<file path="config.mk">
export PLATFORM = sky130hd
export DESIGN_NAME = spr_relax_unit
export DESIGN_NICKNAME = d
export VERILOG_FILES = /design/src/rtl/spr_pkg.sv /design/src/rtl/spr_relax_unit.sv
export SDC_FILE = /design/constraint.sdc
export NUM_CORES = 1
export LEC_CHECK = 0
export ABC_AREA = 1
export CAP_MARGIN = 40
export CORE_MARGIN = 1
export CORE_UTILIZATION = 48
export DETAILED_ROUTE_END_ITERATION = 10
export DONT_BUFFER_PORTS = 1
export PLACE_DENSITY = 0.63
export SLEW_MARGIN = 20
export SYNTH_ARGS = -nofsm -noshare
export SYNTH_HDL_FRONTEND = slang
export SYNTH_SLANG_ARGS = --single-unit
</file>
<file path="constraint.sdc">
create_clock -name vclk -period 6.9
set_input_delay 0 -clock vclk [all_inputs]
set_output_delay 0 -clock vclk [all_outputs]
set_load 0.02 [all_outputs]
</file>
<file path="src/rtl/spr_pkg.sv">
`timescale 1ns / 1ps
// ----------------------------------------------------------------------------
// spr_pkg
// Shared types and constants for the shortest path relaxation block.
// ----------------------------------------------------------------------------
package spr_pkg;

   localparam int NODE_BITS         = 5;
   localparam int NODE_COUNT_BITS   = 6;
   localparam int WEIGHT_BITS       = 16;
   localparam int DIST_BITS         = 24;
   localparam int MAX_NODES         = 32;
   localparam int MAX_EDGES_DEFAULT = 256;
   localparam int CSR_INDEX_BITS    = 1;
   localparam int CSR_DATA_BITS     = 6;

   localparam logic [CSR_INDEX_BITS-1:0] CSR_SOURCE_NODE = 1'd0;
   localparam logic [CSR_INDEX_BITS-1:0] CSR_NODE_COUNT  = 1'd1;

   localparam logic [NODE_BITS-1:0]       SOURCE_RESET = '0;
   localparam logic [NODE_COUNT_BITS-1:0] COUNT_RESET  = NODE_COUNT_BITS'(MAX_NODES);

   localparam logic [DIST_BITS-1:0] DIST_MAX = {1'b0, {(DIST_BITS-1){1'b1}}};
   localparam logic [DIST_BITS-1:0] DIST_MIN = {1'b1, {(DIST_BITS-1){1'b0}}};

   typedef struct packed {
      logic [NODE_BITS-1:0]          from_node;
      logic [NODE_BITS-1:0]          to_node;
      logic signed [WEIGHT_BITS-1:0] edge_weight;
      logic                          last_edge;
   } req_payload_type;

   typedef struct packed {
      logic [NODE_BITS-1:0]        node_index;
      logic signed [DIST_BITS-1:0] distance;
      logic                        reachable;
      logic                        negative_cycle;
      logic                        last_node;
   } rsp_payload_type;

   typedef struct packed {
      logic [NODE_BITS-1:0]          from_node;
      logic [NODE_BITS-1:0]          to_node;
      logic signed [WEIGHT_BITS-1:0] edge_weight;
   } edge_type;

   typedef struct packed {
      logic [DIST_BITS-1:0] candidate;
      logic                 improves;
   } relax_result_type;

   typedef enum logic [2:0] {
      ST_IDLE,
      ST_INIT,
      ST_EDGE_RD,
      ST_DIST_RD,
      ST_RELAX,
      ST_PASS_END,
      ST_OUT_RD,
      ST_OUT_WR
   } state_type;

endpackage

</file>
<file path="src/rtl/spr_relax_unit.sv">
`timescale 1ns / 1ps
// ----------------------------------------------------------------------------
// spr_relax_unit
// Saturating candidate distance and compare against the current distance.
// ----------------------------------------------------------------------------
module spr_relax_unit
   import spr_pkg::*;
(
   input  logic [DIST_BITS-1:0]          dist_from,
   input  logic [DIST_BITS-1:0]          dist_to,
   input  logic signed [WEIGHT_BITS-1:0] weight,
   output relax_result_type              result
);

   logic [DIST_BITS:0]   sum;
   logic [DIST_BITS-1:0] candidate;

   assign sum = {dist_from[DIST_BITS-1], dist_from}
              + {{(DIST_BITS+1-WEIGHT_BITS){weight[WEIGHT_BITS-1]}}, weight};

   // overflow when the two top bits disagree
   always_comb begin
      if (sum[DIST_BITS] != sum[DIST_BITS-1]) begin
         candidate = sum[DIST_BITS] ? DIST_MIN : DIST_MAX;
      end else begin
         candidate = sum[DIST_BITS-1:0];
      end
   end

   assign result.candidate = candidate;
   assign result.improves  = $signed(candidate) < $signed(dist_to);

endmodule

</file>
Word-level counts from Yosys, hierarchy flattened --
Index checks and enable logic that the tools add are counted.
Cells by class: $lt $le $gt $ge 1, equal/unequal tests 1, muxes and demuxes 2, add/sub/neg operators 1
Operators with widths (number):
- 24-bit two-way mux | 2
- 24-bit by 16-bit adder with 25-bit output | 1
- 24-bit < comparator | 1
- 1-bit inequality test | 1
Storage, ports and cells: logic and storage cells 5, input bits 64, output and inout port bits 25, bits in registers 0

Logic depth before layout (Yosys ltp) --
depth in word-level cells 4, mapped depth 25, mapped depth without buffers 24

Worst setup path after synthesis --
OpenSTA, ideal clock, no wires.
path kind input to output, from input dist_from[0], to output result[0] (netlist name), required time 6900 ps, path slack 3862 ps, path buffers 1, stages on the path 21, data arrival time 3038 ps, cell sequence ha_1 > fa_1 > nand2_1 > nand2_1 > nand3_1 > nand2_2 > nand2_1 > nand3_1 > nand2_1 > nand2_2 > nand2_2 > inv_1 > clkbuf_1 > a21oi_1 > ha_1 > a21o_1 > a21oi_2 > nand2_1 > nor2_1 > nand3_1 > nand2_1
RTL lines:
- from (decl) | RTL line spr_relax_unit.sv:9 | input logic [DIST_BITS-1:0] dist_from,
- to (decl) | RTL line spr_relax_unit.sv:12 | output relax_result_type result

==> results.md <==
- The detailed router placed around 2200 vias in this run.
- The number of nets in the layout is 472.
- The detail-routed via count per cell is between 5 and 6.
- After layout, the clock buffer instance count stands at 0.
- The capturing element type of the critical path is an output port.
- The number of antenna violations at the first check in global routing came to 0.
- The number of instances on the worst hold path is 2.
- Data on the critical path is required at its endpoint by between 6000 and 7000 ps.
- A synthesized cell averages 5.71 sq um.
- Once placement finished, the instance area stood at 0.00212 sq mm.
- The buffers inserted during post-CTS setup optimization is 0.
- The class of the tightest hold or removal check is in -> out.
- Row generation in the floorplan step produced 23 rows.
- Across the run, the number of max-cap violations was 0.
- The number of port buffers is 0.
- The first-pass GRT wire length is between 8000 and 9000 microns.
- The wire length on met1 is 2580 microns.
- Detailed placement ended at an HPWL of 4490 microns.
- The power density normalized to cell area is 159 mW/mm^2.
- Dividing the final minimum period by the clock period gives 0.551.
- During synthesis, Yosys emitted a total of 0 warnings.
- The area fraction in compound gates after synthesis is 0.171.
- The portion of the post-synthesis area used by sequential elements is 0.
- The area of the die is ~0.0046 sq mm.
- The number of different library cells used by synthesis comes to 28.
- The number of iterations in the first detailed-routing pass is 4.
- The number of global-route vias before repair is 1896.
- The kind of start point of the critical path is an input pin.
- For this configuration, the core starts out at a cell density of 0.507.
- In the detailed route, the total length drawn on met3 is 343 microns.
- The core region is 0.00409 sq mm.
- The die is about 68 microns tall.
- The count of final max-slew check failures is 0.
- For this run, the total global-route usage over all layers was measured as 0.221.
- The uppermost metal layer occupied by signal nets is met4.
- The worst path in the final design needs a cycle of 3800 ps, including I/O delays and setup.
- The finished cells cover 0.00212 sq mm.
- Of the total synthesized cell area, the portion taken by AND, OR, NAND and NOR gates is 0.340.
- The post-synthesis to final-layout area growth is 2.23%.
- In the final layout, the share of cells above drive strength 1 is 0.0446.
- The number of antenna repair diodes is 0.
- The pin slew with the least headroom to its limit is 810 ps.
- The final weighted congestion of routability-driven global placement is 0.867.
- The final routed wire length divided by cell count is between 10 and 15 microns.
- Across the VDD grid, the largest voltage drop is just over 0.00006 V.
- For this design the static power due to leakage is around 0.0012 uW.
- At the worst endpoint, the arrival time is between 3000 and 4000 ps.
- In this run the cell area of the synthesized design comes to 0.00207 sq mm.
- The tightest slew margin relative to the limit is 0.454.
- The run finished with clean final reports.
- The number of nets with antenna violations after detailed routing is 0.
- The share of the core filled with cells in the final layout is 0.518.
- The remaining global-route overflow is 0.
- Of the total synthesized cell area, the portion taken by XOR and XNOR cells is 0.0888.
- The met2 wirelength from detailed routing is 2110 microns.
- The setup path with the least slack is of type in -> out.
- The first routing iteration left 56 violations.
- The hold buffer count at CTS is 0.
- Static timing analysis puts the maximum clock frequency at 263 MHz.
- After detailed routing, the number of remaining DRC violations is 0.
- The largest net degree at the start of global routing is 22.
- The post-route setup TNS is 0 ps.
- The floorplan die width is 67.7 microns.
- The number of I/O pins is 89.
- The proportion of synthesized area in mux cells is 0.
- The cell count after synthesis is 363.
- The hold violation total from the final report is 0.
- By area, the combinational part of the netlist is dominated by simple AND/OR/NAND/NOR gates.
- The number of nets produced by synthesis is 474.
- Gates resized during post-CTS repair numbered 0.
- Setup violations remaining at the end of the flow were counted as 0.
- The final worst hold slack is 249 ps.
- The sequential cell count of the final layout is 0.
- The area occupied by registers is 0 sq um.
- The adder-cell share of the synthesized area is 0.287.
- Summed over all layers, the routed wires come to just over 5000 microns.
- Setup repair after global routing left no endpoint under its margin.
- Of all nets on the critical path, the largest fanout is 21.
==> through the flow <==
step | power [uW] | instances | setup slack (ps)
6_report | 337 | 409 | 3100
5_1_grt | 382 | 409 | 2630
4_1_cts | 338 | 409 | 3110
3_5_place_dp | 336 | 409 | 3110
3_3_place_gp | 333 | 409 | 3200
2_1_floorplan | 282 | 363 | 3860
==> cell usage after synthesis, types with 2 or more instances <==
master	n	area, sq um
sky130_fd_sc_hd__nand2_1	106	398
sky130_fd_sc_hd__inv_1	56	210
sky130_fd_sc_hd__a21oi_1	49	245
sky130_fd_sc_hd__ha_1	46	576
sky130_fd_sc_hd__nor2_1	26	97.6
sky130_fd_sc_hd__nand3_1	12	60.1
sky130_fd_sc_hd__xnor2_1	12	105
sky130_fd_sc_hd__xor2_1	9	78.8
sky130_fd_sc_hd__nand2_2	8	50.1
sky130_fd_sc_hd__nand4_1	7	43.8
sky130_fd_sc_hd__o21ai_0	6	30.0
sky130_fd_sc_hd__clkbuf_1	3	11.3
sky130_fd_sc_hd__nor3_1	3	15.0
sky130_fd_sc_hd__o21bai_1	3	22.5
sky130_fd_sc_hd__inv_2	2	7.51
sky130_fd_sc_hd__nor2_2	2	12.5
sky130_fd_sc_hd__o2111ai_1	2	17.5
==> cell usage in the layout, fill, tap and decap left out <==
master,instances
sky130_fd_sc_hd__a211oi_1,1
sky130_fd_sc_hd__a21o_1,1
sky130_fd_sc_hd__a21oi_1,49
sky130_fd_sc_hd__a21oi_2,1
sky130_fd_sc_hd__a31o_2,1
sky130_fd_sc_hd__a31oi_1,1
sky130_fd_sc_hd__and2_1,1
sky130_fd_sc_hd__fa_1,1
sky130_fd_sc_hd__ha_1,46
sky130_fd_sc_hd__inv_1,56
sky130_fd_sc_hd__inv_2,2
sky130_fd_sc_hd__nand2_1,106
sky130_fd_sc_hd__nand2_2,8
sky130_fd_sc_hd__nand3_1,12
sky130_fd_sc_hd__nand4_1,7
sky130_fd_sc_hd__nor2_1,26
sky130_fd_sc_hd__nor2_2,2
sky130_fd_sc_hd__nor3_1,3
sky130_fd_sc_hd__o2111ai_1,2
sky130_fd_sc_hd__o21ai_0,6
sky130_fd_sc_hd__o21bai_1,3
sky130_fd_sc_hd__or2_1,1
sky130_fd_sc_hd__or2_2,1
sky130_fd_sc_hd__or2_4,1
sky130_fd_sc_hd__xnor2_1,12
sky130_fd_sc_hd__xor2_1,9
==> path summary, 6_finish.rpt <==
| kind | start | end |
|---|---|---|
| setup / recovery | dist_from[0] | result[0] |
| hold / removal | dist_to[23] | result[0] |
==> area by class of cell <==
type | count | area [sq um]
fill | 465 | 1970
multi-input combinational | 301 | 1840
inverter | 58 | 218
tap | 50 | 62.6
==> metal layers <==
| metal | track usage | up-vias |
|---|---|---|
| met5 | 0 | - |
| met2 | 0.361 | 61 |
| li1 | - | 1182 |
| met3 | 0.0270 | 2 |
| met4 | 0.00798 | 0 |
| met1 | 0.318 | 920 |
==> where the power goes <==
group	switching (uW)	internal, uW	leakage, uW
combinational	231	106	0.00123
clock	0	0	0
sequential	0	0	0
==> kinds of logic after synthesis <==
kind of cell,count (synthesis)
AO/OA/AOI/OAI,65
XOR/XNOR,21
adder cells (fa/ha/maj),47
buffers and inverters,62
AND/OR/NAND/NOR,168
==> worst max-delay path, cell delays in order <==
cell,delay (ps)
sky130_fd_sc_hd__ha_1,200
sky130_fd_sc_hd__fa_1,410
sky130_fd_sc_hd__nand2_1,80
sky130_fd_sc_hd__nand2_1,60
sky130_fd_sc_hd__nand3_1,100
sky130_fd_sc_hd__nand2_2,100
sky130_fd_sc_hd__nand2_1,120
sky130_fd_sc_hd__nand4_1,110
sky130_fd_sc_hd__nand2_2,110
sky130_fd_sc_hd__nand3_1,540
sky130_fd_sc_hd__nand2_1,210
sky130_fd_sc_hd__inv_1,100
sky130_fd_sc_hd__a21oi_1,490
sky130_fd_sc_hd__ha_1,350
sky130_fd_sc_hd__a21oi_1,150
sky130_fd_sc_hd__o21ai_0,90
sky130_fd_sc_hd__a21oi_1,160
sky130_fd_sc_hd__nor2_1,70
sky130_fd_sc_hd__nor2_1,80
sky130_fd_sc_hd__nand3_1,80
sky130_fd_sc_hd__nand2_1,170
(Power assumes the default switching activity.)
