==> config.mk <==
export PLATFORM = sky130hd
export DESIGN_NAME = spr_ctrl
export DESIGN_NICKNAME = d
export VERILOG_FILES = /design/src/rtl/spr_pkg.sv /design/src/rtl/spr_ctrl.sv
export SDC_FILE = /design/constraint.sdc
export NUM_CORES = 1
export LEC_CHECK = 0
export ABC_AREA = 1
export BUFFER_PORTS_ARGS = -buffer_cell sky130_fd_sc_hd__clkbuf_2
export CORE_UTILIZATION = 34
export DETAILED_ROUTE_END_ITERATION = 10
export PLACE_DENSITY = 0.54
export SLEW_MARGIN = 0
export SYNTH_ARGS = -nofsm -noshare
export SYNTH_HDL_FRONTEND = slang
export SYNTH_SLANG_ARGS = --single-unit
==> constraint.sdc <==
create_clock -name clock -period 3.3 [get_ports clock]
set_clock_uncertainty 0.05 [all_clocks]
set_input_delay 0.66 -clock clock [delete_from_list [all_inputs] [get_ports clock]]
set_output_delay 0.66 -clock clock [all_outputs]
set_load 0.05 [all_outputs]
==> src/rtl/spr_pkg.sv <==
`timescale 1ns / 1ps
// ----------------------------------------------------------------------------
// spr_pkg
// Shared types and constants for the shortest path relaxation block.
// ----------------------------------------------------------------------------
package spr_pkg;

   localparam int NODE_BITS         = 5;
   localparam int NODE_COUNT_BITS   = 6;
   localparam int WEIGHT_BITS       = 16;
   localparam int DIST_BITS         = 24;
   localparam int MAX_NODES         = 32;
   localparam int MAX_EDGES_DEFAULT = 256;
   localparam int CSR_INDEX_BITS    = 1;
   localparam int CSR_DATA_BITS     = 6;

   localparam logic [CSR_INDEX_BITS-1:0] CSR_SOURCE_NODE = 1'd0;
   localparam logic [CSR_INDEX_BITS-1:0] CSR_NODE_COUNT  = 1'd1;

   localparam logic [NODE_BITS-1:0]       SOURCE_RESET = '0;
   localparam logic [NODE_COUNT_BITS-1:0] COUNT_RESET  = NODE_COUNT_BITS'(MAX_NODES);

   localparam logic [DIST_BITS-1:0] DIST_MAX = {1'b0, {(DIST_BITS-1){1'b1}}};
   localparam logic [DIST_BITS-1:0] DIST_MIN = {1'b1, {(DIST_BITS-1){1'b0}}};

   typedef struct packed {
      logic [NODE_BITS-1:0]          from_node;
      logic [NODE_BITS-1:0]          to_node;
      logic signed [WEIGHT_BITS-1:0] edge_weight;
      logic                          last_edge;
   } req_payload_type;

   typedef struct packed {
      logic [NODE_BITS-1:0]        node_index;
      logic signed [DIST_BITS-1:0] distance;
      logic                        reachable;
      logic                        negative_cycle;
      logic                        last_node;
   } rsp_payload_type;

   typedef struct packed {
      logic [NODE_BITS-1:0]          from_node;
      logic [NODE_BITS-1:0]          to_node;
      logic signed [WEIGHT_BITS-1:0] edge_weight;
   } edge_type;

   typedef struct packed {
      logic [DIST_BITS-1:0] candidate;
      logic                 improves;
   } relax_result_type;

   typedef enum logic [2:0] {
      ST_IDLE,
      ST_INIT,
      ST_EDGE_RD,
      ST_DIST_RD,
      ST_RELAX,
      ST_PASS_END,
      ST_OUT_RD,
      ST_OUT_WR
   } state_type;

endpackage

==> src/rtl/spr_ctrl.sv <==
`timescale 1ns / 1ps
// ----------------------------------------------------------------------------
// spr_ctrl
// Sequencer: edge loading, relaxation passes, result read-out, registers.
// ----------------------------------------------------------------------------
module spr_ctrl
   import spr_pkg::*;
#(
   parameter int MAX_EDGES = MAX_EDGES_DEFAULT,
   localparam int EAW = (MAX_EDGES > 1) ? $clog2(MAX_EDGES) : 1,
   localparam int ETW = $clog2(MAX_EDGES + 1)
) (
   input  logic                      clock,
   input  logic                      reset,
   input  logic                      req_valid,
   output logic                      req_ready,
   input  req_payload_type           req_payload,
   output logic                      rsp_valid,
   input  logic                      rsp_ready,
   output rsp_payload_type           rsp_payload,
   input  logic                      csr_valid,
   output logic                      csr_ready,
   input  logic [CSR_INDEX_BITS-1:0] csr_index,
   input  logic [CSR_DATA_BITS-1:0]  csr_wdata,
   output logic                      edge_we,
   output logic [EAW-1:0]            edge_waddr,
   output edge_type                  edge_wdata,
   output logic [EAW-1:0]            edge_raddr,
   input  edge_type                  edge_rdata,
   output logic                      dist_we,
   output logic [NODE_BITS-1:0]      dist_waddr,
   output logic [DIST_BITS-1:0]      dist_wdata,
   output logic [NODE_BITS-1:0]      dist_raddr_a,
   output logic [NODE_BITS-1:0]      dist_raddr_b,
   input  logic [DIST_BITS-1:0]      dist_rdata_a,
   input  relax_result_type          relax_result
);

   state_type                  state_ff, state_in;
   logic [ETW-1:0]             total_ff, total_in;
   logic [ETW-1:0]             edge_ff, edge_in;
   logic [NODE_COUNT_BITS-1:0] pass_ff, pass_in;
   logic [NODE_BITS-1:0]       node_ff, node_in;
   logic [NODE_COUNT_BITS-1:0] n_ff, n_in;
   logic [NODE_BITS-1:0]       source_ff, source_in;
   logic [NODE_COUNT_BITS-1:0] count_ff, count_in;
   logic                       updated_ff, updated_in;
   logic [MAX_NODES-1:0]       reached_ff, reached_in;
   logic                       rsp_valid_ff, rsp_valid_in;
   rsp_payload_type            rsp_payload_ff, rsp_payload_in;

   logic [NODE_COUNT_BITS-1:0] n_clamped;
   logic                       req_accept;
   logic                       edge_live;
   logic                       relax_take;
   logic                       more_passes;
   logic                       out_load;
   logic                       node_last;
   logic                       edges_done;

   assign req_ready   = (state_ff == ST_IDLE);
   assign req_accept  = req_valid && req_ready;
   assign csr_ready   = 1'b1;
   assign rsp_valid   = rsp_valid_ff;
   assign rsp_payload = rsp_payload_ff;

   always_comb begin
      if (count_ff == '0) begin
         n_clamped = NODE_COUNT_BITS'(1);
      end else if (count_ff > NODE_COUNT_BITS'(MAX_NODES)) begin
         n_clamped = NODE_COUNT_BITS'(MAX_NODES);
      end else begin
         n_clamped = count_ff;
      end
   end

   // edges touching unused nodes or leaving unreached nodes are skipped
   assign edge_live = ({1'b0, edge_rdata.from_node} < n_ff)
                   && ({1'b0, edge_rdata.to_node} < n_ff)
                   && reached_ff[edge_rdata.from_node];
   assign relax_take  = edge_live
                     && (!reached_ff[edge_rdata.to_node] || relax_result.improves);
   assign more_passes = updated_ff && (pass_ff + NODE_COUNT_BITS'(1) != n_ff);
   assign out_load    = (state_ff == ST_OUT_WR) && (!rsp_valid_ff || rsp_ready);
   assign node_last   = ({1'b0, node_ff} + NODE_COUNT_BITS'(1)) == n_ff;
   assign edges_done  = (edge_ff == total_ff);

   assign edge_waddr   = total_ff[EAW-1:0];
   assign edge_raddr   = edge_ff[EAW-1:0];
   assign edge_wdata   = '{from_node:   req_payload.from_node,
                           to_node:     req_payload.to_node,
                           edge_weight: req_payload.edge_weight};
   assign dist_raddr_a = (state_ff == ST_OUT_RD || state_ff == ST_OUT_WR)
                       ? node_ff : edge_rdata.from_node;
   assign dist_raddr_b = edge_rdata.to_node;

   // next state
   always_comb begin
      state_in = state_ff;
      case (state_ff)
         ST_IDLE: begin
            if (req_accept && req_payload.last_edge) begin
               state_in = ST_INIT;
            end
         end
         ST_INIT:     state_in = ST_EDGE_RD;
         ST_EDGE_RD:  state_in = edges_done ? ST_PASS_END : ST_DIST_RD;
         ST_DIST_RD:  state_in = ST_RELAX;
         ST_RELAX:    state_in = ST_EDGE_RD;
         ST_PASS_END: state_in = more_passes ? ST_EDGE_RD : ST_OUT_RD;
         ST_OUT_RD:   state_in = ST_OUT_WR;
         ST_OUT_WR: begin
            if (out_load) begin
               state_in = node_last ? ST_IDLE : ST_OUT_RD;
            end
         end
         default:     state_in = ST_IDLE;
      endcase
   end

   // datapath and memory controls
   always_comb begin
      total_in       = total_ff;
      edge_in        = edge_ff;
      pass_in        = pass_ff;
      node_in        = node_ff;
      n_in           = n_ff;
      updated_in     = updated_ff;
      reached_in     = reached_ff;
      rsp_payload_in = rsp_payload_ff;
      edge_we        = 1'b0;
      dist_we        = 1'b0;
      dist_waddr     = edge_rdata.to_node;
      dist_wdata     = relax_result.candidate;
      case (state_ff)
         ST_IDLE: begin
            if (req_accept) begin
               if (total_ff < ETW'(MAX_EDGES)) begin
                  edge_we  = 1'b1;
                  total_in = total_ff + ETW'(1);
               end
               n_in = n_clamped;
            end
         end
         ST_INIT: begin
            reached_in = '0;
            updated_in = 1'b0;
            pass_in    = '0;
            edge_in    = '0;
            if ({1'b0, source_ff} < n_ff) begin
               reached_in[source_ff] = 1'b1;
               dist_we    = 1'b1;
               dist_waddr = source_ff;
               dist_wdata = '0;
            end
         end
         ST_RELAX: begin
            edge_in = edge_ff + ETW'(1);
            if (relax_take) begin
               dist_we                         = 1'b1;
               reached_in[edge_rdata.to_node]  = 1'b1;
               updated_in                      = 1'b1;
            end
         end
         ST_PASS_END: begin
            if (more_passes) begin
               pass_in    = pass_ff + NODE_COUNT_BITS'(1);
               updated_in = 1'b0;
               edge_in    = '0;
            end else begin
               node_in = '0;
            end
         end
         ST_OUT_WR: begin
            if (out_load) begin
               rsp_payload_in.node_index     = node_ff;
               rsp_payload_in.distance       = reached_ff[node_ff] ? dist_rdata_a : DIST_MAX;
               rsp_payload_in.reachable      = reached_ff[node_ff];
               rsp_payload_in.negative_cycle = updated_ff;
               rsp_payload_in.last_node      = node_last;
               node_in = node_ff + NODE_BITS'(1);
               if (node_last) begin
                  total_in = '0;
               end
            end
         end
         default: begin
         end
      endcase
   end

   assign rsp_valid_in = out_load || (rsp_valid_ff && !rsp_ready);

   always_comb begin
      source_in = source_ff;
      count_in  = count_ff;
      if (csr_valid && csr_ready) begin
         case (csr_index)
            CSR_SOURCE_NODE: source_in = csr_wdata[NODE_BITS-1:0];
            CSR_NODE_COUNT:  count_in  = csr_wdata[NODE_COUNT_BITS-1:0];
            default: begin
            end
         endcase
      end
   end

   always_ff @(posedge clock) begin
      if (reset) begin
         state_ff     <= ST_IDLE;
         total_ff     <= '0;
         edge_ff      <= '0;
         pass_ff      <= '0;
         node_ff      <= '0;
         n_ff         <= NODE_COUNT_BITS'(MAX_NODES);
         source_ff    <= SOURCE_RESET;
         count_ff     <= COUNT_RESET;
         updated_ff   <= 1'b0;
         reached_ff   <= '0;
         rsp_valid_ff <= 1'b0;
      end else begin
         state_ff     <= state_in;
         total_ff     <= total_in;
         edge_ff      <= edge_in;
         pass_ff      <= pass_in;
         node_ff      <= node_in;
         n_ff         <= n_in;
         source_ff    <= source_in;
         count_ff     <= count_in;
         updated_ff   <= updated_in;
         reached_ff   <= reached_in;
         rsp_valid_ff <= rsp_valid_in;
      end
   end

   always_ff @(posedge clock) begin
      rsp_payload_ff <= rsp_payload_in;
   end

   a_relax_from_reached: assert property (@(posedge clock) disable iff (reset)
      (state_ff == ST_RELAX && dist_we) |-> reached_ff[edge_rdata.from_node])
      else $error("distance written from an unreached node");

   a_source_marked: assert property (@(posedge clock) disable iff (reset)
      (state_ff == ST_INIT && ({1'b0, source_ff} < n_ff)) |=> reached_ff[$past(source_ff)])
      else $error("source node not marked at run start");

   a_pass_bound: assert property (@(posedge clock) disable iff (reset)
      (state_ff == ST_PASS_END) |-> (pass_ff < n_ff))
      else $error("pass count beyond node count");

   a_total_bound: assert property (@(posedge clock) disable iff (reset)
      total_ff <= ETW'(MAX_EDGES))
      else $error("edge count beyond store depth");

   a_run_ends: assert property (@(posedge clock) disable iff (reset)
      (out_load && rsp_payload_in.last_node) |=> (state_ff == ST_IDLE && total_ff == '0))
      else $error("run did not end after its last result");

endmodule
-- Word-level counts from Yosys, hierarchy flattened
Cells that the tools add are included.
- register bits after elaboration: 115
- latch bits: 0
- memory bits (writable): 0
- bits in read-only memories: 0
- input port bits: 114
- memories kept: 0
- add/subtract/negate cells: 5
- $mul: 0
- divide/modulo/power cells: 0
- $lt $le $gt $ge: 11
- equality and inequality tests: 18
- shifts and indexed selects: 0
- mux-type cells: 47
- bitwise operators: 2
- reductions and logical operators: 36
- operators with widths (operator ; number):
    2-to-1 mux 32 bit ; 2
    one-hot mux 32 bit (2 select lines) ; 1
    2-to-1 mux 24 bit ; 2
    2-to-1 mux 9 bit ; 5
    bitwise OR 32 bit ; 1
    one-hot mux 9 bit (3 select lines) ; 1
    2-to-1 mux 5 bit ; 5
    < comparator 5 x 6 -> 1 bit, second input constant ; 4
    one-hot mux 3 bit (7 select lines) ; 1
    adder 9 x 1 -> 9 bit, second input constant ; 2
    < comparator 5 x 6 -> 1 bit ; 3
    2-to-1 mux 6 bit ; 3
    one-hot mux 9 bit (2 select lines) ; 1
    AND reduction 2 bit ; 8
    binary-select mux 1 bit (select 5 bit) ; 3
    2-to-1 mux 3 bit ; 5
    equality test 3 bit, second input constant ; 4
    2-to-1 mux 1 bit ; 12
    one-hot mux 6 bit (2 select lines) ; 1
    demux 1 bit (select 5 bit) ; 2
    greater-or-equal comparator 5 x 1 -> 1 bit, second input constant ; 2
    logical AND 1 bit ; 10
    inequality test 2 bit, second input constant ; 5
    one-hot mux 5 bit (2 select lines) ; 1
    other kinds (23) ; 35

-- Longest topological paths before layout
- word-level depth: 7
- depth in mapped cells: 16
- depth with buffers taken out: 15

-- Worst setup path before layout
OpenSTA, ideal clock, no wires.
- path kind: register to output
- start point: reg n_ff[3]
- end point: out dist_waddr[0]
- data arrival time: 2715 ps
- data required time: 2590 ps
- slack: -125 ps
- stages on the path, launching flop included: 10
- buffers on the path: 1
- cell sequence: dfxtp_1 -> inv_1 -> ha_1 -> a21o_1 -> a22oi_1 -> nand2_1 -> inv_1 -> nand2_1 -> clkbuf_1 -> o21ai_0
- longest elaborated chain between the ends: 3
- RTL lines (element ; line ; source):
    start, declared ; spr_ctrl.sv:44 ; logic [NODE_COUNT_BITS-1:0] n_ff, n_in;
    start signal, assigned ; spr_ctrl.sv:214 ; n_ff <= NODE_COUNT_BITS'(MAX_NODES);
    start signal, assigned ; spr_ctrl.sv:226 ; n_ff <= n_in;
    < comparator 5 x 6 -> 1 bit ; spr_ctrl.sv:150 ; if ({1'b0, source_ff} < n_ff) begin
    2-to-1 mux 5 bit ; spr_ctrl.sv:150 ;
    2-to-1 mux 5 bit ; spr_ctrl.sv:135 ; case (state_ff)
    end, declared ; spr_ctrl.sv:31 ; output logic [NODE_BITS-1:0] dist_waddr,
Every way passes these cells.

-- Worst setup path in the final report
- start point: reg n_ff[4]
- end point: out dist_wdata[2]
- longest elaborated chain between the ends: 3
- RTL lines (element ; line ; source):
    < comparator 5 x 6 -> 1 bit ; spr_ctrl.sv:150 ;
    2-to-1 mux 24 bit ; spr_ctrl.sv:150 ;
    2-to-1 mux 24 bit ; spr_ctrl.sv:135 ;
    end, declared ; spr_ctrl.sv:32 ; output logic [DIST_BITS-1:0] dist_wdata,
Every way passes these cells.

==> results.md <==
* Worst R2R End: total_ff[1]
* Drt initial violations at 597
* Post-Syn Area at 7940 um^2
* PwrDens at 480 nW/um^2
* Antenna violations before repair at 0
* Synthesized Nets at 1337
* Clock-pin slew on the worst setup and hold paths at 0.06 ns
* Logic gate share of total power at 23.6%
* Clock Path Buffers at 2
* Root buffer cell: clkbuf_16
* Max-cap violation count at 0
* R2R Setup Slk at 0.60 ns
* Routed len/inst at 15.0 um
* Final Net Count at 1451
* Area grow syn2layout at 19.2%
* DRC at 0
* DP Cell Count at 1615
* FFs w/ async S/R, synth at 0%
* CP startpoint kind: flop
* Gpl congestion at 0.937
* CTS Buf Count at 17
* Core Rows at 55
* Share of layout cells above drive strength 1 at 22.0%
* H-tree depth at 4
* Post-CTS setup buffer count at 0
* Final setup viols at 0
* Routed WL at 24.7 mm
* Main flop type after synthesis: dfxtp_1
* Sw Share at 33.9%
* Clock sinks at 115
* Peak supply drop at 0.229 mV
* F_max at 316 MHz
* GRT Util Overall at 20.8%
* DIE WIDTH at 155 um
* CP max FO at 35
* Die Height at 155 um
* Synth Warn # at 0
* Critical Path End Type: output pin
* Total die area at 24000 um^2
* Final Hold Viols at 0
* Post-layout min period at 3.16 ns
* Vias in the first global route at 7187
* Hold wc startpoint: csr_wdata[5]
* Hold path cells at 3
* Starting Density at 34.9%
* Hold Path End: count_ff[5]
* CORE AREA at 22800 um^2
* Post-Layout Cell Count at 1647
* Number of enable flip-flop cells after synthesis at 32
* Largest area contributor in the netlist: dfxtp_1
* HP Class: primary input to flop
* Status: finished, final reports clean
* Post-place setup slack at 0.242 ns
* Top-area cell type share of the netlist area at 20.9%
* Crit Reg-Reg Startpoint: node_ff[1]
* Mapped Cells at 1207
* Period Utilization, post-route at 95.9%
* Number of synthesized register bits at 115
* CTS tree: built
* Setup Crit Path Kind: flop to output pin
* Cell Int Power at 3.00 mW
* Post-route setup slack at 0.137 ns
* Sw power at 1.54 mW
* Largest cells by area after synthesis: dfxtp_1 (21%), nand2_1 (15%), edfxtp_1 (12%), nand3_1 (6.4%), a21oi_1 (6.0%)
* Buffers on Ports at 162
* Worst Reg2Reg Path Length in Cells at 10
* Routed Antenna Nets at 0
* CP required at 2.59 ns
* N_diodes at 0
* Slew Viols, Final at 0
* Sequential share of the synthesized area at 33.0%
* CP Data Arrival Time at 2.45 ns
* Syn avg cell area at 6.58 um^2
* DR pass1 iterations at 6
* Clock Latency Late Sink at 0.43 ns
* Via count at 8138
* Slew Limit Headroom at 40.6%
* Leak at 4.26 nW
* Reg power frac at 35.8%
* Final HPWL DP at 18.0 mm
* Slew at the pin closest to its max-slew limit at 0.888 ns
* Clock share of power at 40.5%
* First-pass GRT wire length at 38.7 mm
* Pin count of the biggest net entering global routing at 51
* Vias per Instance at 4.94
* Grt ovf at 0
* Count of cell types in the netlist at 42
* Total I/O pin count at 232
==> flip-flops by register name (all words and copies together) (netlist names), 6 cells and up <==
register     flops
edge_ff          9
reached_ff      32
total_ff         9
count_ff         6
pass_ff          6
n_ff             6
rsp_payload     32
==> area by class of cell <==
cell class / count / area [um^2]
timing repair buffer: 189 / 1130
tap: 313 / 392
inverter: 139 / 524
clock buffer: 21 / 485
sequential: 115 / 2620
clock inverter: 11 / 96.3
fill: 2427 / 13300
multi-input combinational: 859 / 4220
==> power by group through the flow <==
stage | Sequential [mW] | Combinational [mW] | Clock (mW)
after floorplan | 1.61 | 0.861 | 0
after global placement | 1.66 | 1.05 | 0
after detailed placement | 1.65 | 1.06 | 0
after CTS | 1.62 | 1.07 | 1.88
after global routing | 1.63 | 1.18 | 1.95
final | 1.63 | 1.07 | 1.84
==> metrics by stage <==
stage	power, mW	util [%]	cell area, um^2	hold slack (ns)	setup TNS (ns)
floorplan	2.47	-	7940	0.359	-0.625
global placement	2.70	38.9	8850	0.414	0
detailed placement	2.71	38.9	8850	0.421	0
CTS	4.57	41.5	9440	0.378	0
global route	4.77	41.6	9470	0.417	-0.00231
finish	4.54	41.6	9470	0.388	0
==> Yosys cell counts, types with 2 or more instances <==
| master | n |
|---|---|
| nand3b_1 | 6 |
| inv_2 | 19 |
| ha_1 | 16 |
| nand3_1 | 102 |
| nor2_1 | 123 |
| o21ai_0 | 54 |
| xnor2_1 | 4 |
| edfxtp_1 | 32 |
| clkinv_1 | 2 |
| nand2_1 | 312 |
| a21o_1 | 3 |
| a31oi_1 | 4 |
| o22ai_1 | 10 |
| o211ai_1 | 3 |
| nand4_1 | 17 |
| buf_2 | 13 |
| xor2_1 | 12 |
| buf_1 | 3 |
| o21ai_1 | 17 |
| a21oi_2 | 9 |
| or2_2 | 18 |
| dfxtp_1 | 83 |
| clkbuf_1 | 19 |
| nor3_1 | 13 |
| nor3_2 | 6 |
| buf_4 | 51 |
| or2_1 | 11 |
| nand2_2 | 3 |
| a22oi_1 | 10 |
| nor4_1 | 2 |
| a21oi_1 | 96 |
| inv_1 | 117 |
| buf_6 | 8 |
==> metal layers <==
metal  wire [um]  global-route usage [%]
met1       11400                    27.6
met2       11200                    32.9
met3        1630                    5.54
met4         465                    6.65
met5           0                       0
==> layout by cell type (no fill, tap or decap), types with 3 or more instances in the layout <==
| cell | count |
|---|---|
| o21ai_2 | 4 |
| a21o_1 | 3 |
| nor3_1 | 13 |
| clkinv_2 | 4 |
| nor2_1 | 121 |
| a31oi_1 | 4 |
| buf_12 | 8 |
| clkbuf_4 | 3 |
| o21ai_0 | 49 |
| xnor2_1 | 4 |
| o211ai_1 | 3 |
| dfxtp_1 | 82 |
| nand3b_1 | 6 |
| or2_1 | 11 |
| a22oi_1 | 9 |
| o21ai_1 | 17 |
| xor2_1 | 12 |
| inv_4 | 3 |
| buf_4 | 24 |
| clkbuf_2 | 147 |
| nor3_2 | 6 |
| inv_2 | 20 |
| a21oi_2 | 9 |
| ha_1 | 16 |
| o22ai_1 | 10 |
| nand2_2 | 4 |
| nand3_1 | 102 |
| nand4_1 | 17 |
| or2_2 | 18 |
| clkbuf_16 | 18 |
| a21oi_1 | 96 |
| buf_2 | 8 |
| edfxtp_1 | 32 |
| inv_1 | 116 |
| nand2_1 | 311 |
==> worst max-delay path, cell delays in order, from the launching register on <==
cell and delay (ns):
dfxtp_2 0.38, inv_1 0.11, ha_1 0.29, inv_1 0.03, nor2_1 0.16, nand4_1 0.14, nand2_2 0.14, inv_2 0.07
nand2_1 0.11, buf_12 0.20, nand2_1 0.07, inv_1 0.05, clkbuf_2 0.26
==> kinds of logic after synthesis <==
| kind of cell | after synthesis | synth area share, % |
|---|---|---|
| compound gates | 208 | 14.4 |
| buf+inv | 233 | 14.4 |
| other cells | 1 | 0.0472 |
| fa+ha+maj | 16 | 2.52 |
| xor+xnor | 16 | 1.76 |
| flops | 115 | 33.0 |
| simple gates | 618 | 33.9 |
==> worst max-delay path by stage <==
stage / start / cells after the start / to
5_1_grt: n_ff[4] / 12 / dist_wdata[12]
4_1_cts: n_ff[3] / 10 / dist_waddr[0]
3_5_place_dp: edge_rdata[19] / 9 / dist_we
3_3_place_gp: edge_rdata[21] / 11 / dist_we
6_report: n_ff[4] / 12 / dist_wdata[2]
2_1_floorplan: n_ff[3] / 9 / dist_waddr[0]
==> what timing repair did <==
item,in CTS,in global routing
gates resized for setup,8,19
hold buffers,0,0
setup endpoints to repair,18,30
endpoints found under the hold margin,0,0
Note: power is estimated with default switching activity, not from simulation.
